[config.mk]
export PLATFORM = sky130hd
export DESIGN_NAME = scs_ctrl
export DESIGN_NICKNAME = d
export VERILOG_FILES = /design/src/hdl/assert_macros.svh /design/src/hdl/scs_pkg.sv /design/src/hdl/scs_ctrl.sv
export SDC_FILE = /design/constraint.sdc
export NUM_CORES = 1
export LEC_CHECK = 0
export ABC_AREA = 1
export BUFFER_PORTS_ARGS = -buffer_cell sky130_fd_sc_hd__buf_2
export CORE_MARGIN = 2
export CORE_UTILIZATION = 43
export CTS_CLUSTER_SIZE = 14
export DETAILED_ROUTE_END_ITERATION = 8
export HOLD_SLACK_MARGIN = 0.12
export PLACE_DENSITY = 0.83
export SETUP_SLACK_MARGIN = 0.5
export SKIP_LAST_GASP = 1
export SYNTH_ARGS = -nofsm -noshare
export SYNTH_HDL_FRONTEND = slang
export SYNTH_SLANG_ARGS = --single-unit
[constraint.sdc]
create_clock -name clock -period 1.3 [get_ports clock]
set_input_delay 0.26 -clock clock [delete_from_list [all_inputs] [get_ports clock]]
set_output_delay 0.26 -clock clock [all_outputs]
set_load 0.01 [all_outputs]
[src/hdl/assert_macros.svh]
// Assertion macros used by the datapath of the sparse coefficient store.
`ifndef ASSERT_MACROS_SVH
`define ASSERT_MACROS_SVH

// Same-cycle implication, checked on the rising edge of clock outside reset.
`define SCS_ASSERT_IMPLY(name, pre, post) \
   name: assert property (@(posedge clock) disable iff (reset) (pre) |-> (post)) \
      else $error("scs assertion failed: same-cycle implication");

// Next-cycle implication, checked on the rising edge of clock outside reset.
`define SCS_ASSERT_NEXT(name, pre, post) \
   name: assert property (@(posedge clock) disable iff (reset) (pre) |=> (post)) \
      else $error("scs assertion failed: next-cycle implication");

`endif

[src/hdl/scs_pkg.sv]
// Shared constants, codes and command/status types of the sparse coefficient store.
package scs_pkg;

   localparam int CAPACITY = 64;
   localparam int KEY_BITS = 20;

   localparam int OP_BITS          = 3;
   localparam int KEY_FIELD_BITS   = 20;
   localparam int WORD_BITS        = 64;
   localparam int SLOT_FIELD_BITS  = 6;
   localparam int COUNT_FIELD_BITS = 7;

   localparam int SLOT_BITS  = $clog2(CAPACITY);
   localparam int COUNT_BITS = $clog2(CAPACITY + 1);

   localparam logic [OP_BITS-1:0] OP_LOOKUP = OP_BITS'(0);
   localparam logic [OP_BITS-1:0] OP_WRITE  = OP_BITS'(1);
   localparam logic [OP_BITS-1:0] OP_REMOVE = OP_BITS'(2);
   localparam logic [OP_BITS-1:0] OP_CLEAR  = OP_BITS'(3);
   localparam logic [OP_BITS-1:0] OP_DUMP   = OP_BITS'(4);

   // result word source
   localparam logic [1:0] WSEL_ZERO  = 2'd0;
   localparam logic [1:0] WSEL_REQ   = 2'd1;
   localparam logic [1:0] WSEL_RDATA = 2'd2;
   localparam logic [1:0] WSEL_HOLD  = 2'd3;

   // result slot source
   localparam logic [1:0] SSEL_ZERO = 2'd0;
   localparam logic [1:0] SSEL_HIT  = 2'd1;
   localparam logic [1:0] SSEL_DUMP = 2'd2;

   // word memory read address source
   localparam logic [1:0] RSEL_HIT  = 2'd0;
   localparam logic [1:0] RSEL_LAST = 2'd1;
   localparam logic [1:0] RSEL_DUMP = 2'd2;

   typedef struct packed {
      logic       load_req;
      logic       find;
      logic       rd_en;
      logic [1:0] rd_sel;
      logic       hold_load;
      logic       wr_word;
      logic       append;
      logic       move;
      logic       clear;
      logic       dump_rst;
      logic       dump_inc;
      logic       emit;
      logic [1:0] word_sel;
      logic [1:0] slot_sel;
      logic       key_dump;
      logic       found;
      logic       full;
      logic       last;
   } scs_cmd_type;

   typedef struct packed {
      logic hit;
      logic full;
      logic empty;
      logic dump_last;
      logic out_free;
   } scs_status_type;

endpackage

[src/hdl/scs_ctrl.sv]
// Controller state machine: sequences find, memory access and response per transaction.
module scs_ctrl import scs_pkg::*; (
   input  logic               clock,
   input  logic               reset,
   input  logic               req_valid,
   input  logic [OP_BITS-1:0] req_operation,
   output logic               req_ready,
   input  scs_status_type     status,
   output scs_cmd_type        cmd
);

   localparam logic [2:0] S_IDLE      = 3'd0;
   localparam logic [2:0] S_FIND      = 3'd1;
   localparam logic [2:0] S_EXEC      = 3'd2;
   localparam logic [2:0] S_RM_HOLD   = 3'd3;
   localparam logic [2:0] S_RM_MOVE   = 3'd4;
   localparam logic [2:0] S_EMIT      = 3'd5;
   localparam logic [2:0] S_DUMP_RD   = 3'd6;
   localparam logic [2:0] S_DUMP_EMIT = 3'd7;

   logic [2:0]         state_ff;
   logic [2:0]         state_in;
   logic [OP_BITS-1:0] op_ff;
   logic [OP_BITS-1:0] op_in;
   logic               refuse_ff;
   logic               refuse_in;

   always_comb begin
      cmd       = '0;
      state_in  = state_ff;
      op_in     = op_ff;
      refuse_in = refuse_ff;
      req_ready = 1'b0;
      unique case (state_ff)
         S_IDLE: begin
            req_ready = 1'b1;
            if (req_valid) begin
               cmd.load_req = 1'b1;
               op_in        = req_operation;
               unique case (req_operation)
                  OP_LOOKUP, OP_WRITE, OP_REMOVE: begin
                     state_in = S_FIND;
                  end
                  OP_CLEAR: begin
                     cmd.clear = 1'b1;
                     state_in  = S_EMIT;
                  end
                  OP_DUMP: begin
                     // empty dump yields nothing
                     if (!status.empty) begin
                        cmd.dump_rst = 1'b1;
                        state_in     = S_DUMP_RD;
                     end
                  end
                  default: begin
                     state_in = S_IDLE;
                  end
               endcase
            end
         end
         S_FIND: begin
            cmd.find  = 1'b1;
            refuse_in = 1'b0;
            state_in  = S_EXEC;
         end
         S_EXEC: begin
            state_in = S_EMIT;
            unique case (op_ff)
               OP_LOOKUP: begin
                  cmd.rd_en  = status.hit;
                  cmd.rd_sel = RSEL_HIT;
               end
               OP_WRITE: begin
                  priority if (status.hit) begin
                     cmd.wr_word = 1'b1;
                  end else if (status.full) begin
                     refuse_in = 1'b1;
                  end else begin
                     cmd.append = 1'b1;
                  end
               end
               OP_REMOVE: begin
                  if (status.hit) begin
                     cmd.rd_en  = 1'b1;
                     cmd.rd_sel = RSEL_HIT;
                     state_in   = S_RM_HOLD;
                  end
               end
               default: begin
                  state_in = S_IDLE;
               end
            endcase
         end
         S_RM_HOLD: begin
            // keep the removed word, fetch the last slot's word
            cmd.hold_load = 1'b1;
            cmd.rd_en     = 1'b1;
            cmd.rd_sel    = RSEL_LAST;
            state_in      = S_RM_MOVE;
         end
         S_RM_MOVE: begin
            cmd.move = 1'b1;
            state_in = S_EMIT;
         end
         S_EMIT: begin
            cmd.last = 1'b1;
            unique case (op_ff)
               OP_LOOKUP: begin
                  cmd.found    = status.hit;
                  cmd.word_sel = status.hit ? WSEL_RDATA : WSEL_ZERO;
                  cmd.slot_sel = status.hit ? SSEL_HIT : SSEL_ZERO;
               end
               OP_WRITE: begin
                  cmd.found    = status.hit;
                  cmd.full     = refuse_ff;
                  cmd.word_sel = refuse_ff ? WSEL_ZERO : WSEL_REQ;
                  cmd.slot_sel = refuse_ff ? SSEL_ZERO : SSEL_HIT;
               end
               OP_REMOVE: begin
                  cmd.found    = status.hit;
                  cmd.word_sel = status.hit ? WSEL_HOLD : WSEL_ZERO;
                  cmd.slot_sel = status.hit ? SSEL_HIT : SSEL_ZERO;
               end
               default: begin
                  cmd.word_sel = WSEL_ZERO;
                  cmd.slot_sel = SSEL_ZERO;
               end
            endcase
            if (status.out_free) begin
               cmd.emit = 1'b1;
               state_in = S_IDLE;
            end
         end
         S_DUMP_RD: begin
            cmd.rd_en  = 1'b1;
            cmd.rd_sel = RSEL_DUMP;
            state_in   = S_DUMP_EMIT;
         end
         S_DUMP_EMIT: begin
            cmd.found    = 1'b1;
            cmd.key_dump = 1'b1;
            cmd.word_sel = WSEL_RDATA;
            cmd.slot_sel = SSEL_DUMP;
            cmd.last     = status.dump_last;
            if (status.out_free) begin
               cmd.emit     = 1'b1;
               cmd.dump_inc = 1'b1;
               state_in     = status.dump_last ? S_IDLE : S_DUMP_RD;
            end
         end
         default: begin
            state_in = S_IDLE;
         end
      endcase
   end

   always_ff @(posedge clock) begin
      if (reset) begin
         state_ff  <= S_IDLE;
         refuse_ff <= 1'b0;
      end else begin
         state_ff  <= state_in;
         refuse_ff <= refuse_in;
      end
   end

   always_ff @(posedge clock) begin
      op_ff <= op_in;
   end

endmodule

==> results of run 1 <==
[cell families after synthesis]
family,count (synthesis),share of synthesized area (%)
AND/OR/NAND/NOR,75,53.3
flip-flops,7,28.0
buffers and inverters,20,13.0
AO/OA/AOI/OAI,7,5.76
[per-stage QoR]
step	utilization [%]	setup TNS, ns
floorplan	-	0
detailed placement	70.1	-0.138
CTS	78.0	-3.39
global placement	70.1	-0.0129
[timing repair]
| action | 4_1_cts |
|---|---|
| endpoints found under the setup margin | 29 |
| pin swaps | 6 |
| gates resized for setup | 10 |
| setup buffers | 7 |
==> flow_metrics.env, run 1 <==
export IMPL_run_status="stopped before the end"
export IMPL_synthCells=109
export IMPL_dp_hpwl_mm=1.36
export IMPL_ioPinCount=33
export IMPL_placed_area_um2=923
export IMPL_synthTopCellsByArea="nand2_1, edfxtp_1, dfxtp_1, nor2_1, nand3_1"
export IMPL_ys_types=18
export IMPL_repair_timing_grt_worst_ep="cmd[4]"
export IMPL_stop_error="[ERROR DPL-0033] detailed placement checks failed during check placement."
export IMPL_yosys_most_used_dff="dfxtp_1"
export IMPL_grt_max_degree=9
export IMPL_place_congestion=0.863
export IMPL_dp_cells=159
export IMPL_syn_nets=120
export IMPL_htreeDepth=1
export IMPL_die_h_um=41.6
export IMPL_synth_cell_area_um2=608
export IMPL_cts_hold_buffers=0
export IMPL_ys_async_sr_fraction_pct=0
export IMPL_yosysMostFrequentCell="nand2_1"
export IMPL_yosys_top_cells_count="nand2_1, nor2_1, inv_1"
export IMPL_ys_seq_elements=7
export IMPL_yosys_area_top_type="nand2_1"
export IMPL_worst_ep_kind="primary output"
export IMPL_ys_seq_area_share_pct=28.0
export IMPL_cts_root_buf="clkbuf_4"
export IMPL_initial_core_util_pct=46.2
export IMPL_lastStage="5_1_grt"
export IMPL_dpl_worst_slack_ns=-0.0478
export IMPL_fp_dieW_um=41.6
export IMPL_antenna_found_initial=0
export IMPL_rows=13
export IMPL_netlist_area_leader_share_pct=19.1
export IMPL_cts_sinks=7
export IMPL_cts_buffers=3
export IMPL_clockBufferDepth=2
export IMPL_ys_warn_count=0
export IMPL_synth_edf_count=3
export IMPL_io_buffers=32
export IMPL_post_synth_cell_area_avg_um2=5.58
==> run 2: changes to the inputs <==
CORE_AREA = 2 2 63 65   (was default)
CORE_MARGIN = default   (was 2)
CORE_UTILIZATION = default   (was 43)
CTS_CLUSTER_SIZE = default   (was 14)
DIE_AREA = 0 0 65 67   (was default)
HOLD_SLACK_MARGIN = default   (was 0.12)
PLACE_DENSITY = default   (was 0.83)
PLACE_DENSITY_LB_ADDON = 0.15   (was default)
SETUP_SLACK_MARGIN = default   (was 0.5)
==> flow_metrics.env, run 2 <==
export IMPL_report_final_slew_viol_count=0
export IMPL_finalSetupViolCount=19
export IMPL_die_h_um=67
export IMPL_crit_chain="nand3b_1 > inv_2 > nand2_2 > a21oi_2 > buf_2"
export IMPL_leakagePower_nw=0.718
export IMPL_finalWorstSetupSlack_ns=-0.273
export IMPL_path_class="flip-flop to output pin"
export IMPL_endpoint_kind="output pin"
export IMPL_crit_fanout=3
export IMPL_wl_met3_um=139
export IMPL_overflow=0
export IMPL_hold_viol_final=0
export IMPL_start_kind="flip-flop"
export IMPL_initial_core_util_pct=16.9
export IMPL_top_layer="met4"
export IMPL_reg_top3="op_ff (3), state_ff (3), refuse_ff (1)"
export IMPL_grtUsageTotal_pct=10.8
export IMPL_first_global_vias=827
export IMPL_syn_nets=120
export IMPL_yosys_most_used_dff="dfxtp_1"
export IMPL_drv_cap=0
export IMPL_clkTransAtPathRegs_ns=0.04
export IMPL_clock_skew_ns=0.00201
export IMPL_cts_tree="built"
export IMPL_wl_per_cell_um=10.5
export IMPL_cpPeakStageDelay_ns=0.41
export IMPL_rr_startpoint="state_ff[2]"
export IMPL_dieArea_um2=4360
export IMPL_synth_cell_area_um2=608
export IMPL_fill_cells=400
export IMPL_max_freq_mhz=636
export IMPL_dp_hpwl_mm=1.64
export IMPL_irDropWorstVdd_mv=1.09
export IMPL_nets=183
export IMPL_grt_pass1_wl_mm=3.59
export IMPL_required_ns=1.04
export IMPL_violations="setup timing"
export IMPL_ys_warn_count=0
export IMPL_ys_types=18
export IMPL_finalCritPeriodShare_pct=121
export IMPL_run_status="finished, violations left"
export IMPL_drive_gt1_share_pct=64.9
export IMPL_final_common_cell="buf_2"
export IMPL_yosys_top_cells_count="nand2_1, nor2_1, inv_1"
export IMPL_ioPinCount=33
export IMPL_core_area_um2=3610
export IMPL_hp_start="req_operation[0]"
export IMPL_drt_initial_drc_count=26
export IMPL_rsz0062_at_grt="true"
export IMPL_crit_start="op_ff[2]"
export IMPL_clk_insertion_delay_late_ns=0.23
export IMPL_cts_root_buf="clkbuf_8"
export IMPL_period_minus_slack_ns=1.57
export IMPL_cts_sinks=7
export IMPL_cts_buffers=3
export IMPL_drt_total_wl_mm=2.30
export IMPL_yosys_area_top_type="nand2_1"
export IMPL_dp_cells=199
export IMPL_slew_limit_headroom_pct=83.9
export IMPL_worstMarginPinSlew_ns=0.242
export IMPL_crit_slowest_cell="edfxtp_1"
export IMPL_via_per_inst=4.10
export IMPL_area_growth_pct=123
export IMPL_clockBufferDepth=2
export IMPL_synth_edf_count=3
export IMPL_drcViolationCount=0
export IMPL_vias=898
export IMPL_layout_common_cells="buf_2, buf_6, nand2_1"
export IMPL_fin_cells=219
export IMPL_post_synth_cell_area_avg_um2=5.58
export IMPL_htreeDepth=1
export IMPL_yosysMostFrequentCell="nand2_1"
export IMPL_dr_wl_met2_mm=1.13
export IMPL_io_buffers=32
export IMPL_grt_max_degree=9
export IMPL_p_per_area_nw_per_um2=2080
export IMPL_antenna_found_initial=0
export IMPL_m1WireLength_um=986
export IMPL_hp_class="input port to flip-flop"
export IMPL_worstPathArrival_ns=1.31
export IMPL_timing_hold_ws_ns=0.250
export IMPL_antenna_cells=0
export IMPL_ys_seq_elements=7
export IMPL_fp_dieW_um=65
export IMPL_ys_async_sr_fraction_pct=0
export IMPL_drtPass1Iterations=4
export IMPL_rows=22
export IMPL_synthCells=109
export IMPL_synthTopCellsByArea="nand2_1, edfxtp_1, dfxtp_1, nor2_1, nand3_1"
export IMPL_ant_nets=0
export IMPL_place_congestion=0.765
export IMPL_ys_seq_area_share_pct=28.0
export IMPL_netlist_area_leader_share_pct=19.1
==> run 2: cell counts after synthesis <==
No cell type changed its count.
==> run 2: worst max-delay path: cells and delay by family, from the launching register on <==
family / cells / cell delay (ns)
AO/OA/AOI/OAI: 1 / 0.12
buffers and inverters: 2 / 0.24
flip-flops: 1 / 0.41
AND/OR/NAND/NOR: 2 / 0.31
==> run 2: path summary, 6_finish.rpt <==
kind	to	slack [ns]	cells past startpoint
setup / recovery	cmd[4]	-0.27	5
hold / removal	op_ff[0]	0.25	1
setup reg to reg	state_ff[1]	0.01	10
hold reg to reg	refuse_ff	0.52	2
==> run 2: metrics by stage <==
step	instance area [um^2]	power (W)	TNS (ns)	util [%]	setup WS, ns
finish	1360	0.00283	-2.66	37.7	-0.273
floorplan	618	0.00102	0	-	0.00744
detailed placement	917	0.00151	-0.148	25.4	-0.0446
CTS	1110	0.00226	-3.26	30.7	-0.279
global placement	917	0.00151	-0.0385	25.4	-0.0199
global route	1360	0.00305	-4.20	37.7	-0.348
==> run 2: where the power goes <==
part	switching (W)	internal, W
clock network	0.0000949	0.000212
logic	0.000988	0.00106
registers	0.000126	0.000348
total	0.00121	0.00162
==> run 2: cells by family after synthesis <==
kind of cell | Yosys count | share of synthesized area [%]
and+or+nand+nor | 75 | 53.3
buffers and inverters | 20 | 13.0
DFF | 7 | 28.0
AOI/OAI and AO/OA | 7 | 5.76
==> run 2: repair_timing <==
item	CTS	global route
hold buffers	0	0
pin swaps	8	16
endpoints found under the setup margin	22	28
setup buffers	8	11
gates resized for setup	28	50
==> run 2: metal layers <==
metal	GRT usage [%]	vias up
met5	0	-
met2	18.0	34
met4	7.98	0
met3	1.18	5
li1	-	465
met1	12.9	394
==> run 2: layout make-up <==
class	instances	area [um^2]	share of cell area (%)
flip-flops and latches	7	179	13.2
multi-input cells	82	522	38.4
clock buffers	4	45.0	3.31
repair buffers	60	475	35.0
well taps	48	60.1	4.42
inverters	18	77.6	5.71
Power figures use the tool's default switching activity.
==> run 3: changes to the inputs <==
ABC_CLOCK_PERIOD_IN_PS = 1600   (was default)
clock period = 1.6 ns   (was 1.3 ns; I/O delays follow)
==> flow_metrics.env, run 3 (same netlist as run 2, synthesis figures left out) <==
export IMPL_path_class="flip-flop to output pin"
export IMPL_ioPinCount=33
export IMPL_die_h_um=67
export IMPL_cts_root_buf="clkbuf_8"
export IMPL_slew_limit_headroom_pct=83.5
export IMPL_period_minus_slack_ns=1.61
export IMPL_via_per_inst=4.01
export IMPL_worstMarginPinSlew_ns=0.246
export IMPL_htreeDepth=1
export IMPL_initial_core_util_pct=16.9
export IMPL_nets=163
export IMPL_drive_gt1_share_pct=43.7
export IMPL_clk_insertion_delay_late_ns=0.22
export IMPL_run_status="finished, violations left"
export IMPL_drv_cap=0
export IMPL_start_kind="flip-flop"
export IMPL_dieArea_um2=4360
export IMPL_vias=797
export IMPL_violations="setup timing"
export IMPL_drt_total_wl_mm=1.86
export IMPL_hp_class="input port to flip-flop"
export IMPL_p_total_w=0.00151
export IMPL_area_growth_pct=61.1
export IMPL_grt_pass1_wl_mm=2.97
export IMPL_clkTransAtPathRegs_ns=0.04
export IMPL_fill_cells=413
export IMPL_final_common_cell="buf_2"
export IMPL_max_freq_mhz=622
export IMPL_first_global_vias=711
export IMPL_finalCritPeriodShare_pct=101
export IMPL_cts_hold_buffers=0
export IMPL_finalWorstSetupSlack_ns=-0.00822
export IMPL_leakagePower_nw=0.581
export IMPL_finalSetupViolCount=2
export IMPL_layout_common_cells="buf_2, nand2_1, nor2_1"
export IMPL_hold_viol_final=0
export IMPL_drcViolationCount=0
export IMPL_crit_fanout=3
export IMPL_p_per_area_nw_per_um2=1540
export IMPL_core_area_um2=3610
export IMPL_overflow=0
export IMPL_report_final_slew_viol_count=0
export IMPL_antenna_found_initial=0
export IMPL_grt_max_degree=9
export IMPL_rows=22
export IMPL_clock_skew_ns=0.00210
export IMPL_cts_sinks=7
export IMPL_drt_initial_drc_count=20
export IMPL_cts_buffers=3
export IMPL_reg_top3="op_ff (3), state_ff (3), refuse_ff (1)"
export IMPL_dp_hpwl_mm=1.53
export IMPL_worstPathArrival_ns=1.29
export IMPL_required_ns=1.28
export IMPL_clockBufferDepth=2
export IMPL_ant_nets=0
export IMPL_drtPass1Iterations=4
export IMPL_wl_per_cell_um=9.36
export IMPL_grtUsageTotal_pct=8.89
export IMPL_fp_dieW_um=65
export IMPL_timing_hold_ws_ns=0.315
export IMPL_irDropWorstVdd_mv=0.375
export IMPL_rsz0062_at_grt="true"
export IMPL_place_congestion=0.794
export IMPL_antenna_cells=0
export IMPL_io_buffers=32
export IMPL_cts_tree="built"
export IMPL_endpoint_kind="output pin"
## run 3: cell count changes in the layout (fill, tap and decap cells not counted), sizes merged
cell | before | now
buf | 60 | 40
## run 3: path summary, 6_finish.rpt
check,from,end,slack [ns],depth (start not counted)
setup / recovery,op_ff[1],cmd[4],-0.008,6
hold / removal,req_operation[1],op_ff[1],0.32,1
setup reg to reg,state_ff[1],state_ff[1],0.34,10
hold reg to reg,refuse_ff,refuse_ff,0.49,2
## run 3: routing by layer
layer / track usage [%] / vias up / wire [um] / share of wire, %
met4: 5.59 / 0 / 42 / 2.3
met5: 0 / - / 0 / 0
met2: 13.8 / 28 / 797 / 43
met3: 1.86 / 5 / 134 / 7.2
li1: - / 420 / - / -
met1: 11.2 / 344 / 888 / 48
## run 3: cell type report
class	instances	area (um^2)	area share [%]
Timing Repair Buffer	40	220	22.5
Sequential cell	7	179	18.3
Inverter	18	70.1	7.15
Multi-Input combinational cell	82	405	41.4
Tap cell	48	60.1	6.13
Clock buffer	4	45.0	4.60
## run 3: worst max-delay path: stages (launching register included)
cell      delay (ns)
edfxtp_1        0.41
inv_1           0.09
nand3b_1        0.14
inv_2           0.09
nand2_1         0.07
a21oi_1         0.13
buf_2           0.15
## run 3: power breakdown
| group | internal (W) | leakage [nW] | switching (W) |
|---|---|---|---|
| logic | 0.000362 | 0.495 | 0.000511 |
| registers | 0.000285 | 0.0628 | 0.000105 |
| clock network | 0.000172 | 0.0228 | 0.0000712 |
## run 3: what timing repair did
item                       4_1_cts  5_1_grt
setup endpoints to repair        8       12
gates resized for setup          8       13
pin swaps                        1        4
setup buffers                    3        3
## run 3: through the flow
step	utilization [%]	area (um^2)	std cells	setup slack, ns	TNS [ns]
floorplan	-	608	109	0.218	0
global placement	23.1	832	189	0.120	0
detailed placement	23.1	832	189	0.0806	0
CTS	25.7	927	196	-0.0300	-0.0555
global route	27.2	980	199	-0.105	-0.395
finish	27.2	980	199	-0.00822	-0.0120
